`config.mk`:
```
export PLATFORM = sky130hd
export DESIGN_NAME = json_string_unescape_utf8
export DESIGN_NICKNAME = d
export VERILOG_FILES = /design/src/rtl/jsu_pkg.sv /design/src/rtl/jsu_front.sv /design/src/rtl/jsu_queue.sv /design/src/rtl/jsu_back.sv /design/src/rtl/json_string_unescape_utf8.sv
export SDC_FILE = /design/constraint.sdc
export NUM_CORES = 1
export LEC_CHECK = 0
export ABC_AREA = 1
export BUFFER_PORTS_ARGS = -buffer_cell sky130_fd_sc_hd__buf_2
export CAP_MARGIN = 20
export CORE_ASPECT_RATIO = 0.7
export CORE_UTILIZATION = 50
export CTS_BUF_LIST = sky130_fd_sc_hd__clkbuf_4 sky130_fd_sc_hd__clkbuf_8
export DETAILED_ROUTE_END_ITERATION = 8
export PLACE_DENSITY = 0.66
export SYNTH_ARGS = -nofsm -noshare
export SYNTH_HDL_FRONTEND = slang
export SYNTH_SLANG_ARGS = --single-unit
```
`constraint.sdc`:
```
create_clock -name i_clk -period 4.29 [get_ports i_clk]
set_input_delay 0.2145 -clock i_clk [delete_from_list [all_inputs] [get_ports i_clk]]
set_output_delay 0.2145 -clock i_clk [all_outputs]
set_load 0.01 [all_outputs]
```
`src/rtl/jsu_pkg.sv`:
```
// ============================================================================
// jsu_pkg
// Types, constants and helper functions for the JSON string unescape block.
// ============================================================================
`default_nettype none

package jsu_pkg;

    typedef enum logic [2:0] {
        ST_ONGOING = 3'd0,
        ST_DONE    = 3'd1,
        ST_NOQUOTE = 3'd2,
        ST_BADESC  = 3'd3,
        ST_BADHEX  = 3'd4,
        ST_BADSURR = 3'd5,
        ST_BADCTRL = 3'd6
    } t_status;

    typedef enum logic [6:0] {
        M_IDLE     = 7'b0000001,
        M_NORMAL   = 7'b0000010,
        M_ESC      = 7'b0000100,
        M_HEX1     = 7'b0001000,
        M_WANT_BSL = 7'b0010000,
        M_WANT_U   = 7'b0100000,
        M_HEX2     = 7'b1000000
    } t_mode;

    typedef struct packed {
        logic [7:0] in_byte;
        logic       begin_req;
    } t_in;

    typedef struct packed {
        logic [7:0] out_byte;
        logic       byte_valid;
        t_status    status;
        logic       last;
    } t_out;

    // one decoded input byte: up to four output bytes, byte 0 in the low lane
    typedef struct packed {
        logic [31:0] data;
        logic [1:0]  last_idx;
        logic        byte_valid;
        t_status     status;
    } t_job;

    localparam logic [7:0]  CH_QUOTE   = 8'h22;
    localparam logic [7:0]  CH_BSL     = 8'h5C;
    localparam logic [7:0]  CH_U       = 8'h75;
    localparam logic [7:0]  CH_NUL     = 8'h00;
    localparam logic [7:0]  CTRL_LIMIT = 8'h20;

    localparam logic [15:0] HI_SURR_LO = 16'hD800;
    localparam logic [15:0] HI_SURR_HI = 16'hDBFF;
    localparam logic [15:0] LO_SURR_LO = 16'hDC00;
    localparam logic [15:0] LO_SURR_HI = 16'hDFFF;
    localparam logic [20:0] SUPP_BASE  = 21'h10000;
    localparam logic [20:0] MAX_1BYTE  = 21'h7F;
    localparam logic [20:0] MAX_2BYTE  = 21'h7FF;
    localparam logic [20:0] MAX_3BYTE  = 21'hFFFF;
    localparam logic [7:0]  LEAD_2     = 8'hC0;
    localparam logic [7:0]  LEAD_3     = 8'hE0;
    localparam logic [7:0]  LEAD_4     = 8'hF0;
    localparam logic [7:0]  CONT       = 8'h80;

    // bit 4 set when the byte is a hex digit, value in bits 3:0
    function automatic logic [4:0] hex_value(input logic [7:0] b);
        logic [4:0] r;
        r = 5'd0;
        if (b >= 8'h30 && b <= 8'h39) begin
            r = {1'b1, 4'(b - 8'h30)};
        end else if (b >= 8'h41 && b <= 8'h46) begin
            r = {1'b1, 4'(b - 8'h37)};
        end else if (b >= 8'h61 && b <= 8'h66) begin
            r = {1'b1, 4'(b - 8'h57)};
        end
        return r;
    endfunction

    // bit 8 set when the byte is not a single-character escape
    function automatic logic [8:0] simple_escape(input logic [7:0] b);
        logic [8:0] r;
        case (b)
            8'h22:   r = 9'h022;
            8'h5C:   r = 9'h05C;
            8'h2F:   r = 9'h02F;
            8'h62:   r = 9'h008;
            8'h66:   r = 9'h00C;
            8'h6E:   r = 9'h00A;
            8'h72:   r = 9'h00D;
            8'h74:   r = 9'h009;
            default: r = 9'h100;
        endcase
        return r;
    endfunction

    function automatic t_job utf8_encode(input logic [20:0] cp);
        t_job j;
        j.data       = '0;
        j.byte_valid = 1'b1;
        j.status     = ST_ONGOING;
        if (cp <= MAX_1BYTE) begin
            j.data[7:0] = cp[7:0];
            j.last_idx  = 2'd0;
        end else if (cp <= MAX_2BYTE) begin
            j.data[7:0]   = LEAD_2 | {3'b000, cp[10:6]};
            j.data[15:8]  = CONT | {2'b00, cp[5:0]};
            j.last_idx    = 2'd1;
        end else if (cp <= MAX_3BYTE) begin
            j.data[7:0]   = LEAD_3 | {4'b0000, cp[15:12]};
            j.data[15:8]  = CONT | {2'b00, cp[11:6]};
            j.data[23:16] = CONT | {2'b00, cp[5:0]};
            j.last_idx    = 2'd2;
        end else begin
            j.data[7:0]   = LEAD_4 | {5'b00000, cp[20:18]};
            j.data[15:8]  = CONT | {2'b00, cp[17:12]};
            j.data[23:16] = CONT | {2'b00, cp[11:6]};
            j.data[31:24] = CONT | {2'b00, cp[5:0]};
            j.last_idx    = 2'd3;
        end
        return j;
    endfunction

endpackage

`default_nettype wire

```
`src/rtl/jsu_front.sv`:
```
// ============================================================================
// jsu_front
// Escape decoder: takes one string byte per transaction and builds a job
// holding all the output bytes, or the terminal status, that it produces.
// ============================================================================
`default_nettype none

module jsu_front (
    input  wire logic         i_clk,
    input  wire logic         i_rst_n,
    input  wire logic         i_fire,
    input  wire jsu_pkg::t_in i_data,
    output logic              o_push,
    output jsu_pkg::t_job     o_job
);
    import jsu_pkg::*;

    t_mode       r_mode, n_mode, eff_mode;
    logic [1:0]  r_hex_cnt, n_hex_cnt;
    logic [15:0] r_code_unit, n_code_unit, cu_shift;
    logic [9:0]  r_high_bits, n_high_bits;
    logic [4:0]  hv;
    logic [8:0]  se;
    logic [7:0]  b;
    logic        term;
    t_status     term_st;
    t_job        job;

    always_comb begin
        b           = i_data.in_byte;
        hv          = hex_value(b);
        se          = simple_escape(b);
        cu_shift    = {r_code_unit[11:0], hv[3:0]};
        eff_mode    = i_data.begin_req ? M_NORMAL : r_mode;
        n_mode      = eff_mode;
        n_hex_cnt   = r_hex_cnt;
        n_code_unit = r_code_unit;
        n_high_bits = r_high_bits;
        term        = 1'b0;
        term_st     = ST_ONGOING;
        job         = '{data: '0, last_idx: 2'd0, byte_valid: 1'b0, status: ST_ONGOING};

        unique case (eff_mode) inside
            M_NORMAL: begin
                if (b == CH_QUOTE) begin
                    term    = 1'b1;
                    term_st = ST_DONE;
                end else if (b == CH_NUL) begin
                    term    = 1'b1;
                    term_st = ST_NOQUOTE;
                end else if (b == CH_BSL) begin
                    n_mode = M_ESC;
                end else if (b < CTRL_LIMIT) begin
                    term    = 1'b1;
                    term_st = ST_BADCTRL;
                end else begin
                    job.data[7:0]  = b;
                    job.byte_valid = 1'b1;
                end
            end
            M_ESC: begin
                if (b == CH_U) begin
                    n_mode      = M_HEX1;
                    n_hex_cnt   = 2'd0;
                    n_code_unit = '0;
                end else if (!se[8]) begin
                    job.data[7:0]  = se[7:0];
                    job.byte_valid = 1'b1;
                    n_mode         = M_NORMAL;
                end else begin
                    term    = 1'b1;
                    term_st = ST_BADESC;
                end
            end
            M_HEX1, M_HEX2: begin
                if (!hv[4]) begin
                    term    = 1'b1;
                    term_st = ST_BADHEX;
                end else begin
                    n_code_unit = cu_shift;
                    if (r_hex_cnt != 2'd3) begin
                        n_hex_cnt = r_hex_cnt + 2'd1;
                    end else begin
                        n_hex_cnt = 2'd0;
                        if (eff_mode == M_HEX1) begin
                            if (cu_shift >= HI_SURR_LO && cu_shift <= HI_SURR_HI) begin
                                n_high_bits = cu_shift[9:0];
                                n_mode      = M_WANT_BSL;
                            end else begin
                                job    = utf8_encode({5'b00000, cu_shift});
                                n_mode = M_NORMAL;
                            end
                        end else if (cu_shift >= LO_SURR_LO && cu_shift <= LO_SURR_HI) begin
                            job    = utf8_encode({1'b0, r_high_bits, cu_shift[9:0]} + SUPP_BASE);
                            n_mode = M_NORMAL;
                        end else begin
                            term    = 1'b1;
                            term_st = ST_BADSURR;
                        end
                    end
                end
            end
            M_WANT_BSL: begin
                if (b == CH_BSL) begin
                    n_mode = M_WANT_U;
                end else begin
                    term    = 1'b1;
                    term_st = ST_BADSURR;
                end
            end
            M_WANT_U: begin
                if (b == CH_U) begin
                    n_mode      = M_HEX2;
                    n_hex_cnt   = 2'd0;
                    n_code_unit = '0;
                end else begin
                    term    = 1'b1;
                    term_st = ST_BADSURR;
                end
            end
            default: begin
                n_mode = M_IDLE;
            end
        endcase

        if (term) begin
            job        = '{data: '0, last_idx: 2'd0, byte_valid: 1'b0, status: term_st};
            n_mode     = M_IDLE;
        end
    end

    // idle bytes without a begin flag are dropped silently
    assign o_push = i_fire && (eff_mode != M_IDLE);
    assign o_job  = job;

    always_ff @(posedge i_clk) begin
        if (!i_rst_n) begin
            r_mode      <= M_IDLE;
            r_hex_cnt   <= 2'd0;
            r_code_unit <= '0;
            r_high_bits <= '0;
        end else if (i_fire) begin
            r_mode      <= n_mode;
            r_hex_cnt   <= n_hex_cnt;
            r_code_unit <= n_code_unit;
            r_high_bits <= n_high_bits;
        end
    end

endmodule

`default_nettype wire

```
`src/rtl/jsu_queue.sv`:
```
// ============================================================================
// jsu_queue
// Small job queue between the decoder and the byte serializer.
// ============================================================================
`default_nettype none

module jsu_queue #(
    parameter int DEPTH = 4
) (
    input  wire logic          i_clk,
    input  wire logic          i_rst_n,
    input  wire logic          i_push,
    input  wire jsu_pkg::t_job i_job,
    input  wire logic          i_pop,
    output logic               o_full,
    output logic               o_nempty,
    output jsu_pkg::t_job      o_job
);
    import jsu_pkg::*;

    localparam int PW = (DEPTH > 1) ? $clog2(DEPTH) : 1;
    localparam int CW = $clog2(DEPTH + 1);

    t_job          r_mem [DEPTH];
    logic [PW-1:0] r_wr_ptr, r_rd_ptr;
    logic [CW-1:0] r_count;

    assign o_full   = (r_count == CW'(DEPTH));
    assign o_nempty = (r_count != '0);
    assign o_job    = r_mem[r_rd_ptr];

    always_ff @(posedge i_clk) begin
        if (i_push) begin
            r_mem[r_wr_ptr] <= i_job;
        end
    end

    always_ff @(posedge i_clk) begin
        if (!i_rst_n) begin
            r_wr_ptr <= '0;
            r_rd_ptr <= '0;
            r_count  <= '0;
        end else begin
            if (i_push) begin
                r_wr_ptr <= (r_wr_ptr == PW'(DEPTH - 1)) ? '0 : r_wr_ptr + PW'(1);
            end
            if (i_pop) begin
                r_rd_ptr <= (r_rd_ptr == PW'(DEPTH - 1)) ? '0 : r_rd_ptr + PW'(1);
            end
            if (i_push && !i_pop) begin
                r_count <= r_count + CW'(1);
            end else if (!i_push && i_pop) begin
                r_count <= r_count - CW'(1);
            end
        end
    end

endmodule

`default_nettype wire

```
`src/rtl/jsu_back.sv`:
```
// ============================================================================
// jsu_back
// Serializer: holds one job and hands out its bytes one transaction at a time.
// ============================================================================
`default_nettype none

module jsu_back (
    input  wire logic          i_clk,
    input  wire logic          i_rst_n,
    input  wire logic          i_job_avail,
    input  wire jsu_pkg::t_job i_job,
    output logic               o_pop,
    output logic               o_valid,
    input  wire logic          i_ready,
    output jsu_pkg::t_out      o_data
);
    import jsu_pkg::*;

    t_job        r_job;
    logic [1:0]  r_idx;
    logic        r_busy;
    logic        is_last;
    logic [31:0] lane;

    assign is_last = (r_idx == r_job.last_idx);
    assign lane    = r_job.data >> {r_idx, 3'b000};
    assign o_pop   = i_job_avail && (!r_busy || (i_ready && is_last));
    assign o_valid = r_busy;

    always_comb begin
        o_data.out_byte   = lane[7:0];
        o_data.byte_valid = r_job.byte_valid;
        o_data.status     = r_job.status;
        o_data.last       = is_last;
    end

    always_ff @(posedge i_clk) begin
        if (o_pop) begin
            r_job <= i_job;
        end
    end

    always_ff @(posedge i_clk) begin
        if (!i_rst_n) begin
            r_busy <= 1'b0;
            r_idx  <= 2'd0;
        end else if (o_pop) begin
            r_busy <= 1'b1;
            r_idx  <= 2'd0;
        end else if (r_busy && i_ready) begin
            if (is_last) begin
                r_busy <= 1'b0;
            end else begin
                r_idx <= r_idx + 2'd1;
            end
        end
    end

endmodule

`default_nettype wire

```
`src/rtl/json_string_unescape_utf8.sv`:
```
// Path: an accepted byte is decoded and its job written into the queue; the
// serializer then loads that job into its register, which raises o_out_valid.
// Throughput: one input byte per cycle while the job queue is not full; the
// serializer gives one result per cycle while i_out_ready is high, so the n
// UTF-8 bytes of a \u escape hold it while the queue absorbs further input.
// Reset: synchronous active low; decoder returns to idle, queue and output empty.
// ============================================================================
// json_string_unescape_utf8
// JSON string body decoder producing UTF-8 bytes and a terminal status.
// ============================================================================
`default_nettype none

module json_string_unescape_utf8 #(
    parameter int QUEUE_DEPTH = 4
) (
    input  wire logic          i_clk,
    input  wire logic          i_rst_n,
    input  wire logic          i_in_valid,
    output logic               o_in_ready,
    input  wire jsu_pkg::t_in  i_in_data,
    output logic               o_out_valid,
    input  wire logic          i_out_ready,
    output jsu_pkg::t_out      o_out_data
);
    import jsu_pkg::*;

    logic q_full, q_nempty, q_pop, push;
    t_job front_job, head_job;

    assign o_in_ready = !q_full;

    jsu_front u_front (
        .i_clk   (i_clk),
        .i_rst_n (i_rst_n),
        .i_fire  (i_in_valid && o_in_ready),
        .i_data  (i_in_data),
        .o_push  (push),
        .o_job   (front_job)
    );

    jsu_queue #(
        .DEPTH (QUEUE_DEPTH)
    ) u_queue (
        .i_clk    (i_clk),
        .i_rst_n  (i_rst_n),
        .i_push   (push),
        .i_job    (front_job),
        .i_pop    (q_pop),
        .o_full   (q_full),
        .o_nempty (q_nempty),
        .o_job    (head_job)
    );

    jsu_back u_back (
        .i_clk       (i_clk),
        .i_rst_n     (i_rst_n),
        .i_job_avail (q_nempty),
        .i_job       (head_job),
        .o_pop       (q_pop),
        .o_valid     (o_out_valid),
        .i_ready     (i_out_ready),
        .o_data      (o_out_data)
    );

endmodule

`default_nettype wire

```
==> results of run 1 <==
## layer usage
metal | global-route usage [%] | share of wire [%] | vias to the layer above
li1 | - | - | 3801
met1 | 39.1 | 48 | 3760
met2 | 36.8 | 41 | 382
met3 | 6.18 | 9.5 | 46
met4 | 7.36 | 1.6 | 0
met5 | 0 | 0 | -
## layout make-up
class | instances | share of cell area, %
clock buffers | 53 | 5.42
clock inverters | 9 | 1.10
inverters | 106 | 3.51
multi-input cells | 694 | 32.7
flip-flops and latches | 211 | 52.1
well taps | 270 | 2.97
repair buffers | 41 | 2.25
## power breakdown
part           total [W]  switching, W  internal [W]
Clock            0.00191      0.000803       0.00110
Combinational    0.00140      0.000992      0.000411
Sequential       0.00279      0.000133       0.00266
Total            0.00610       0.00193       0.00417
## how the worst min path moves through the flow
stage                             endpoint  slack, ns
finish                      u_back.o_valid       0.07
global route               u_back.r_idx[0]       0.09
CTS                         u_back.o_valid       0.05
detailed placement       u_front.r_mode[3]       0.46
global placement         u_front.r_mode[3]       0.45
floorplan           u_front.r_high_bits[1]       0.35
## flip-flops by register name (all words and copies together), names as in the netlist
| register | count |
|---|---|
| u_queue.r_mem | 136 |
| u_back.r_job | 30 |
| u_front.r_code_unit | 12 |
| u_front.r_high_bits | 10 |
| u_front.r_mode | 7 |
| u_back.o_data | 4 |
| u_queue.r_count | 3 |
| u_back.r_idx | 2 |
| u_front.r_hex_cnt | 2 |
| u_queue.r_rd_ptr | 2 |
| u_queue.r_wr_ptr | 2 |
| u_back.o_valid | 1 |
## stage by stage
stage / hold slack, ns / setup WS (ns)
floorplan: 0.353 / 0.403
global placement: 0.453 / 1.13
detailed placement: 0.462 / 1.13
CTS: 0.0508 / 1.19
global route: 0.0946 / 0.820
finish: 0.0736 / 1.14
## cells by family after synthesis
family	after synthesis	share of synthesized area, %
and+or+nand+nor	410	19.2
xor gates and xnor gates	4	0.342
buffers and inverters	156	6.27
adders and majority gates	14	1.78
AOI/OAI and AO/OA	266	14.5
DFF	211	57.9
## cell usage in the layout, fill, tap and decap left out, types with 3 or more instances in the layout
cell type	count
inv_1	88
nor3_1	22
o21ai_1	3
xnor2_1	3
nand3_1	43
nand2_2	9
a21oi_1	68
buf_2	27
clkbuf_8	35
nor2_2	6
inv_2	14
bufinv_16	3
a21oi_2	7
o21ai_0	118
nand4_1	18
edfxtp_1	170
dfxtp_1	40
nor4_1	9
nand2_1	123
o211ai_1	5
nor2_4	10
a211oi_1	9
nor2_1	149
clkbuf_4	18
clkinv_1	5
nand2_4	5
o22ai_1	45
clkinv_2	3
ha_1	13
nand3_2	3
buf_4	12
## worst min-delay path: stages
cell	delay, ns
buf_2	0.10
inv_1	0.04
o21ai_0	0.10
a21oi_1	0.12
==> impl_metrics.tcl, run 1 <==
set metrics [dict create \
    finalSetupViolations 0 \
    hold_depth 4 \
    synth_seq_cells 211 \
    r2r_cells 14 \
    synth_commonest_cells "edfxtp_1 (170), nor2_1 (154), nand2_1 (123)" \
    fin_crit_ns 3.15 \
    path_cells "inv_1 > nor2_1 > inv_2 > nand3_2 > inv_2 > nand4_4 > nand2_2 > clkinv_2 > nor2_1 > inv_1 > nand3_1 > clkinv_1 > nor2_1 > nor3_1" \
    clkLatencyLatePin_ns 0.54 \
    async_reset_ff_share_pct 0 \
    tritoncts "done" \
    final_layout_size_suffix_gt1_share_pct 15.4 \
    drt_iter0_markers 885 \
    syn-num-nets 1088 \
    core_area_sq_um 20000 \
    drt-vias-per-instance 5.77 \
    max-cap-violations 0 \
    area_growth_pct 11.1 \
    ys_seq_area_share_pct 57.9 \
    peakVddDrop_v 0.000261 \
    stdcell_area_sq_um 11400 \
    fin_nets 1115 \
    cp-startpoint "u_front.r_mode[5]" \
    hold_buffers 0 \
    slew_violations 0 \
    placement.io_buffers 27 \
    fin_skew_ns 0.0320 \
    power_w 0.00610 \
    utilization_pct 57.0 \
    synth-edff-count 170 \
    die-area_sq_um 21100 \
    yosysMostFrequentCell "edfxtp_1" \
    worst_r2r_endpoint "u_front.r_code_unit[9]" \
    grt_max_degree 71 \
    syn_inst 1061 \
    root_buffer "clkbuf_8" \
    r2r_slack_ns 1.14 \
    cts_buffers 34 \
    cp.arrival_ns 3.53 \
    gr-usage-all-layers_pct 25.9 \
    hold_path.class "in2reg" \
    clock_path_buffers 3 \
    maxSlewHeadroom_pct 40.5 \
    final_cells 1384 \
    cp.required_ns 4.67 \
    antenna_cells 0 \
    die-height_microns 122 \
    postCtsSetupRepairBufs 0 \
    status "finished, final reports clean" \
    overflow 0 \
    crit_top_cell "nor2_1" \
    clkTransAtPathRegs_ns 0.07 \
    ys_types 52 \
    cts_resized 0 \
    die_w_microns 173 \
    final_hold_viol_count 0 \
    antenna_found_initial 0 \
    tightestPinTransition_ns 0.892 \
    fmax_mhz 317 \
    period_share_pct 73.4 \
    htreeDepth 2 \
    fillers 1754 \
    placed_cell_area_sq_um 10600 \
    worstHoldStart "i_out_ready" \
    timing.rr.start "u_front.r_mode[5]" \
    yosysTopAreaCellShare_pct 49.8 \
    start_util_pct 51.3 \
    netlist_area_sq_um 10200 \
    worstPathMaxFanout 27 \
    p_leak_nw 4.02 \
    yosys.area.top_type "edfxtp_1" \
    syn_avg_cell_area_sq_um 9.65 \
    clkSinkCount 211 \
    final-seq-area_sq_um 5930 \
    synth_area_leaders "edfxtp_1 (50%), dfxtp_1 (8.0%), o21ai_0 (5.8%), nor2_1 (5.6%), nand2_1 (4.5%)" \
    setup_tns_ns 0 \
    dp.cells 1320 \
    wl_per_cell_microns 19.3 \
    crit_family "simple AND/OR/NAND/NOR gates" \
    dr.pass1.iters 6 \
    ys_warn_count 0 \
    critical-path-max-stage-delay_ns 0.56 \
    grt_pass1_wl_mm 41.5 \
    via_count 7989 \
    cp-end-kind "flip-flop" \
    io_pins 28 \
    cp_num_buf_inv 6 \
    endpoint "u_front.r_code_unit[9]" \
    grt_setup_unrepaired "false" \
    worst-path-stages 14 \
    powerDensity_nw_per_um2 536 \
    drc_errors 0 \
    gp_congestion 0.995 \
    rows 43 \
    ys.flop_type "edfxtp_1" \
    hpwl_mm 17.7 \
    detail-route-antenna-nets 0 \
    worstSetupPathType "reg2reg" \
    multiInputGateArea_sq_um 3720 \
    grt_pass1_vias 7203 \
    critPathLaunchType "flip-flop" \
    critPathSlowestCell "nand3_1" \
    drt_wl_total_mm 26.7 \
]
No activity file was read; power rests on OpenSTA's default activity.
==> run 2, diff against run 1 <==
==> constraint.sdc (replaced) <==
create_clock -name i_clk -period 3 [get_ports i_clk]
set_input_delay 0.15 -clock i_clk [delete_from_list [all_inputs] [get_ports i_clk]]
set_output_delay 0.15 -clock i_clk [all_outputs]
set_load 0.01 [all_outputs]
==> impl_metrics.tcl, run 2 (synthesized netlist as in run 1, its figures left out) <==
set metrics [dict create \
    status "finished, final reports clean" \
    via_count 8152 \
    seq_power_share_pct 47.6 \
    antenna_cells 0 \
    gr-usage-all-layers_pct 26.2 \
    area_growth_pct 13.3 \
    cp.required_ns 3.31 \
    fin_nets 1154 \
    cp-end-kind "flip-flop" \
    io_pins 28 \
    mostFrequentLayoutCells "edfxtp_1 (170), nor2_1 (149), nand2_1 (123), o21ai_0 (118), inv_1 (88)" \
    crit_top_cell "nand2_1" \
    dr.pass1.iters 5 \
    fmax_mhz 368 \
    period_share_pct 90.6 \
    clock_path_buffers 3 \
    final_layout_size_suffix_gt1_share_pct 17.2 \
    tightestPinTransition_ns 0.996 \
    drt_wl_total_mm 27.4 \
    p_clk_share_pct 27.4 \
    clkLatencyLatePin_ns 0.56 \
    hold_path.class "in2reg" \
    antenna_found_initial 0 \
    drt_iter0_markers 958 \
    worstPathMaxFanout 14 \
    max-cap-violations 0 \
    crit_family "simple AND/OR/NAND/NOR gates" \
    cts_buffers 31 \
    comb_power_share_pct 24.9 \
    hold_depth 3 \
    power_w 0.00833 \
    drt-vias-per-instance 5.75 \
    cp.arrival_ns 3.03 \
    layout_commonest_cell "edfxtp_1" \
    dp.cells 1363 \
    worst-path-stages 12 \
    grt_max_degree 71 \
    switching_share_pct 32.3 \
    critPathLaunchType "flip-flop" \
    clkSinkCount 211 \
    final_hold_viol_count 0 \
    final_cells 1417 \
    die_w_microns 173 \
    start_util_pct 51.3 \
    path_cells "ha_1 > xnor2_1 > nand2_1 > nor2_1 > nand2_1 > nor2_1 > nand4_1 > nand2_1 > nand2_4 > nor2_4 > a21oi_1 > nor3_1" \
    htreeDepth 1 \
    peakVddDrop_v 0.000441 \
    clkTransAtPathRegs_ns 0.07 \
    drc_errors 0 \
    finalSetupViolations 0 \
    largest_register_ffs 136 \
    setup_tns_ns 0 \
    die-height_microns 122 \
    powerDensity_nw_per_um2 718 \
    overflow 0 \
    detail-route-antenna-nets 0 \
    fin_crit_ns 2.72 \
    maxSlewHeadroom_pct 33.5 \
    largestRegisters "u_queue.r_mem (136), u_back.r_job (30), u_front.r_code_unit (12)" \
    fin_skew_ns 0.0178 \
    gp_congestion 1.02 \
    tritoncts "done" \
    critPathSlowestCell "dfxtp_1" \
    root_buffer "clkbuf_8" \
    grt_pass1_wl_mm 42.2 \
    core_area_sq_um 20000 \
    die-area_sq_um 21100 \
    wl_per_cell_microns 19.3 \
    p_leak_nw 4.15 \
    cp_num_buf_inv 0 \
    worstSetupPathType "reg2reg" \
    largest-register "u_queue.r_mem" \
    rows 43 \
    placement.io_buffers 27 \
    hpwl_mm 18.5 \
    switchingPower_w 0.00269 \
    p_int_w 0.00564 \
    grt_pass1_vias 7348 \
    slew_violations 0 \
    critical-path-max-stage-delay_ns 0.37 \
    r2r_cells 12 \
]
run 2: cell count changes in the layout (fill, tap and decap cells not counted), sizes merged:
| cell | delta |
|---|---|
| buf | +41 |
| bufinv | -1 |
| clkbuf | -14 |
| clkinv | +8 |
| inv | -2 |
| dlygate4sd3 | +1 |
run 2: routing by layer:
layer / vias to the layer above / GRT usage [%] / part of all wire [%]
met3: 29 / 6.02 / 9.3
met4: 0 / 5.59 / 1.2
met1: 3891 / 39.3 / 47
li1: 3871 / - / -
met5: - / 0 / 0
met2: 361 / 38.7 / 42
run 2: worst register-to-register path, cell delays in order, from the launching register on:
cell     delay [ns]
dfxtp_1        0.37
ha_1           0.24
xnor2_1        0.22
nand2_1        0.12
nor2_1         0.13
nand2_1        0.08
nor2_1         0.11
nand4_1        0.12
nand2_1        0.16
nand2_4        0.10
nor2_4         0.34
a21oi_1        0.13
nor3_1         0.35
run 2: per-stage QoR:
step	area (sq um)	util, %	worst slack, ns	hold WS [ns]
floorplan	10200	-	-0.0329	0.288
global placement	11000	55.1	0.147	0.453
detailed placement	11000	55.1	0.150	0.456
CTS	11600	58.1	0.276	0.0595
global route	11600	58.1	-0.00411	0.0743
finish	11600	58.1	0.283	0.0867
run 2: final timing paths:
| path | slack [ns] | endpoint | startpoint |
|---|---|---|---|
| hold / removal | 0.09 | u_queue.r_mem[0][10] | i_in_data[5] |
| setup reg to reg | 0.28 | u_queue.r_mem[0][17] | u_front.r_high_bits[6] |
| hold reg to reg | 0.46 | u_front.r_mode[2] | u_front.r_mode[2] |
| setup / recovery | 0.28 | u_queue.r_mem[0][17] | u_front.r_high_bits[6] |
run 2: area by class of cell:
type | instances | area, sq um
timing repair buffer | 83 | 621
tap | 270 | 338
inverter | 106 | 399
clock inverter | 14 | 106
fill | 1716 | 8360
multi-input combinational | 694 | 3720
sequential | 211 | 5930
clock buffer | 39 | 487
run 2: what timing repair did:
| action | CTS | global route |
|---|---|---|
| endpoints found under the hold margin | 2 | 0 |
| setup endpoints to repair | 0 | 6 |
| hold buffers | 1 | 0 |
| gates resized for setup | 0 | 2 |
| setup buffers | 0 | 0 |
run 2: power by group through the flow:
stage / clock network, W / registers (W) / logic, W
after floorplan: 0 / 0.00396 / 0.00136
after global placement: 0 / 0.00402 / 0.00203
after detailed placement: 0 / 0.00402 / 0.00207
after CTS: 0.00233 / 0.00397 / 0.00207
after global routing: 0.00246 / 0.00400 / 0.00229
final: 0.00229 / 0.00397 / 0.00208
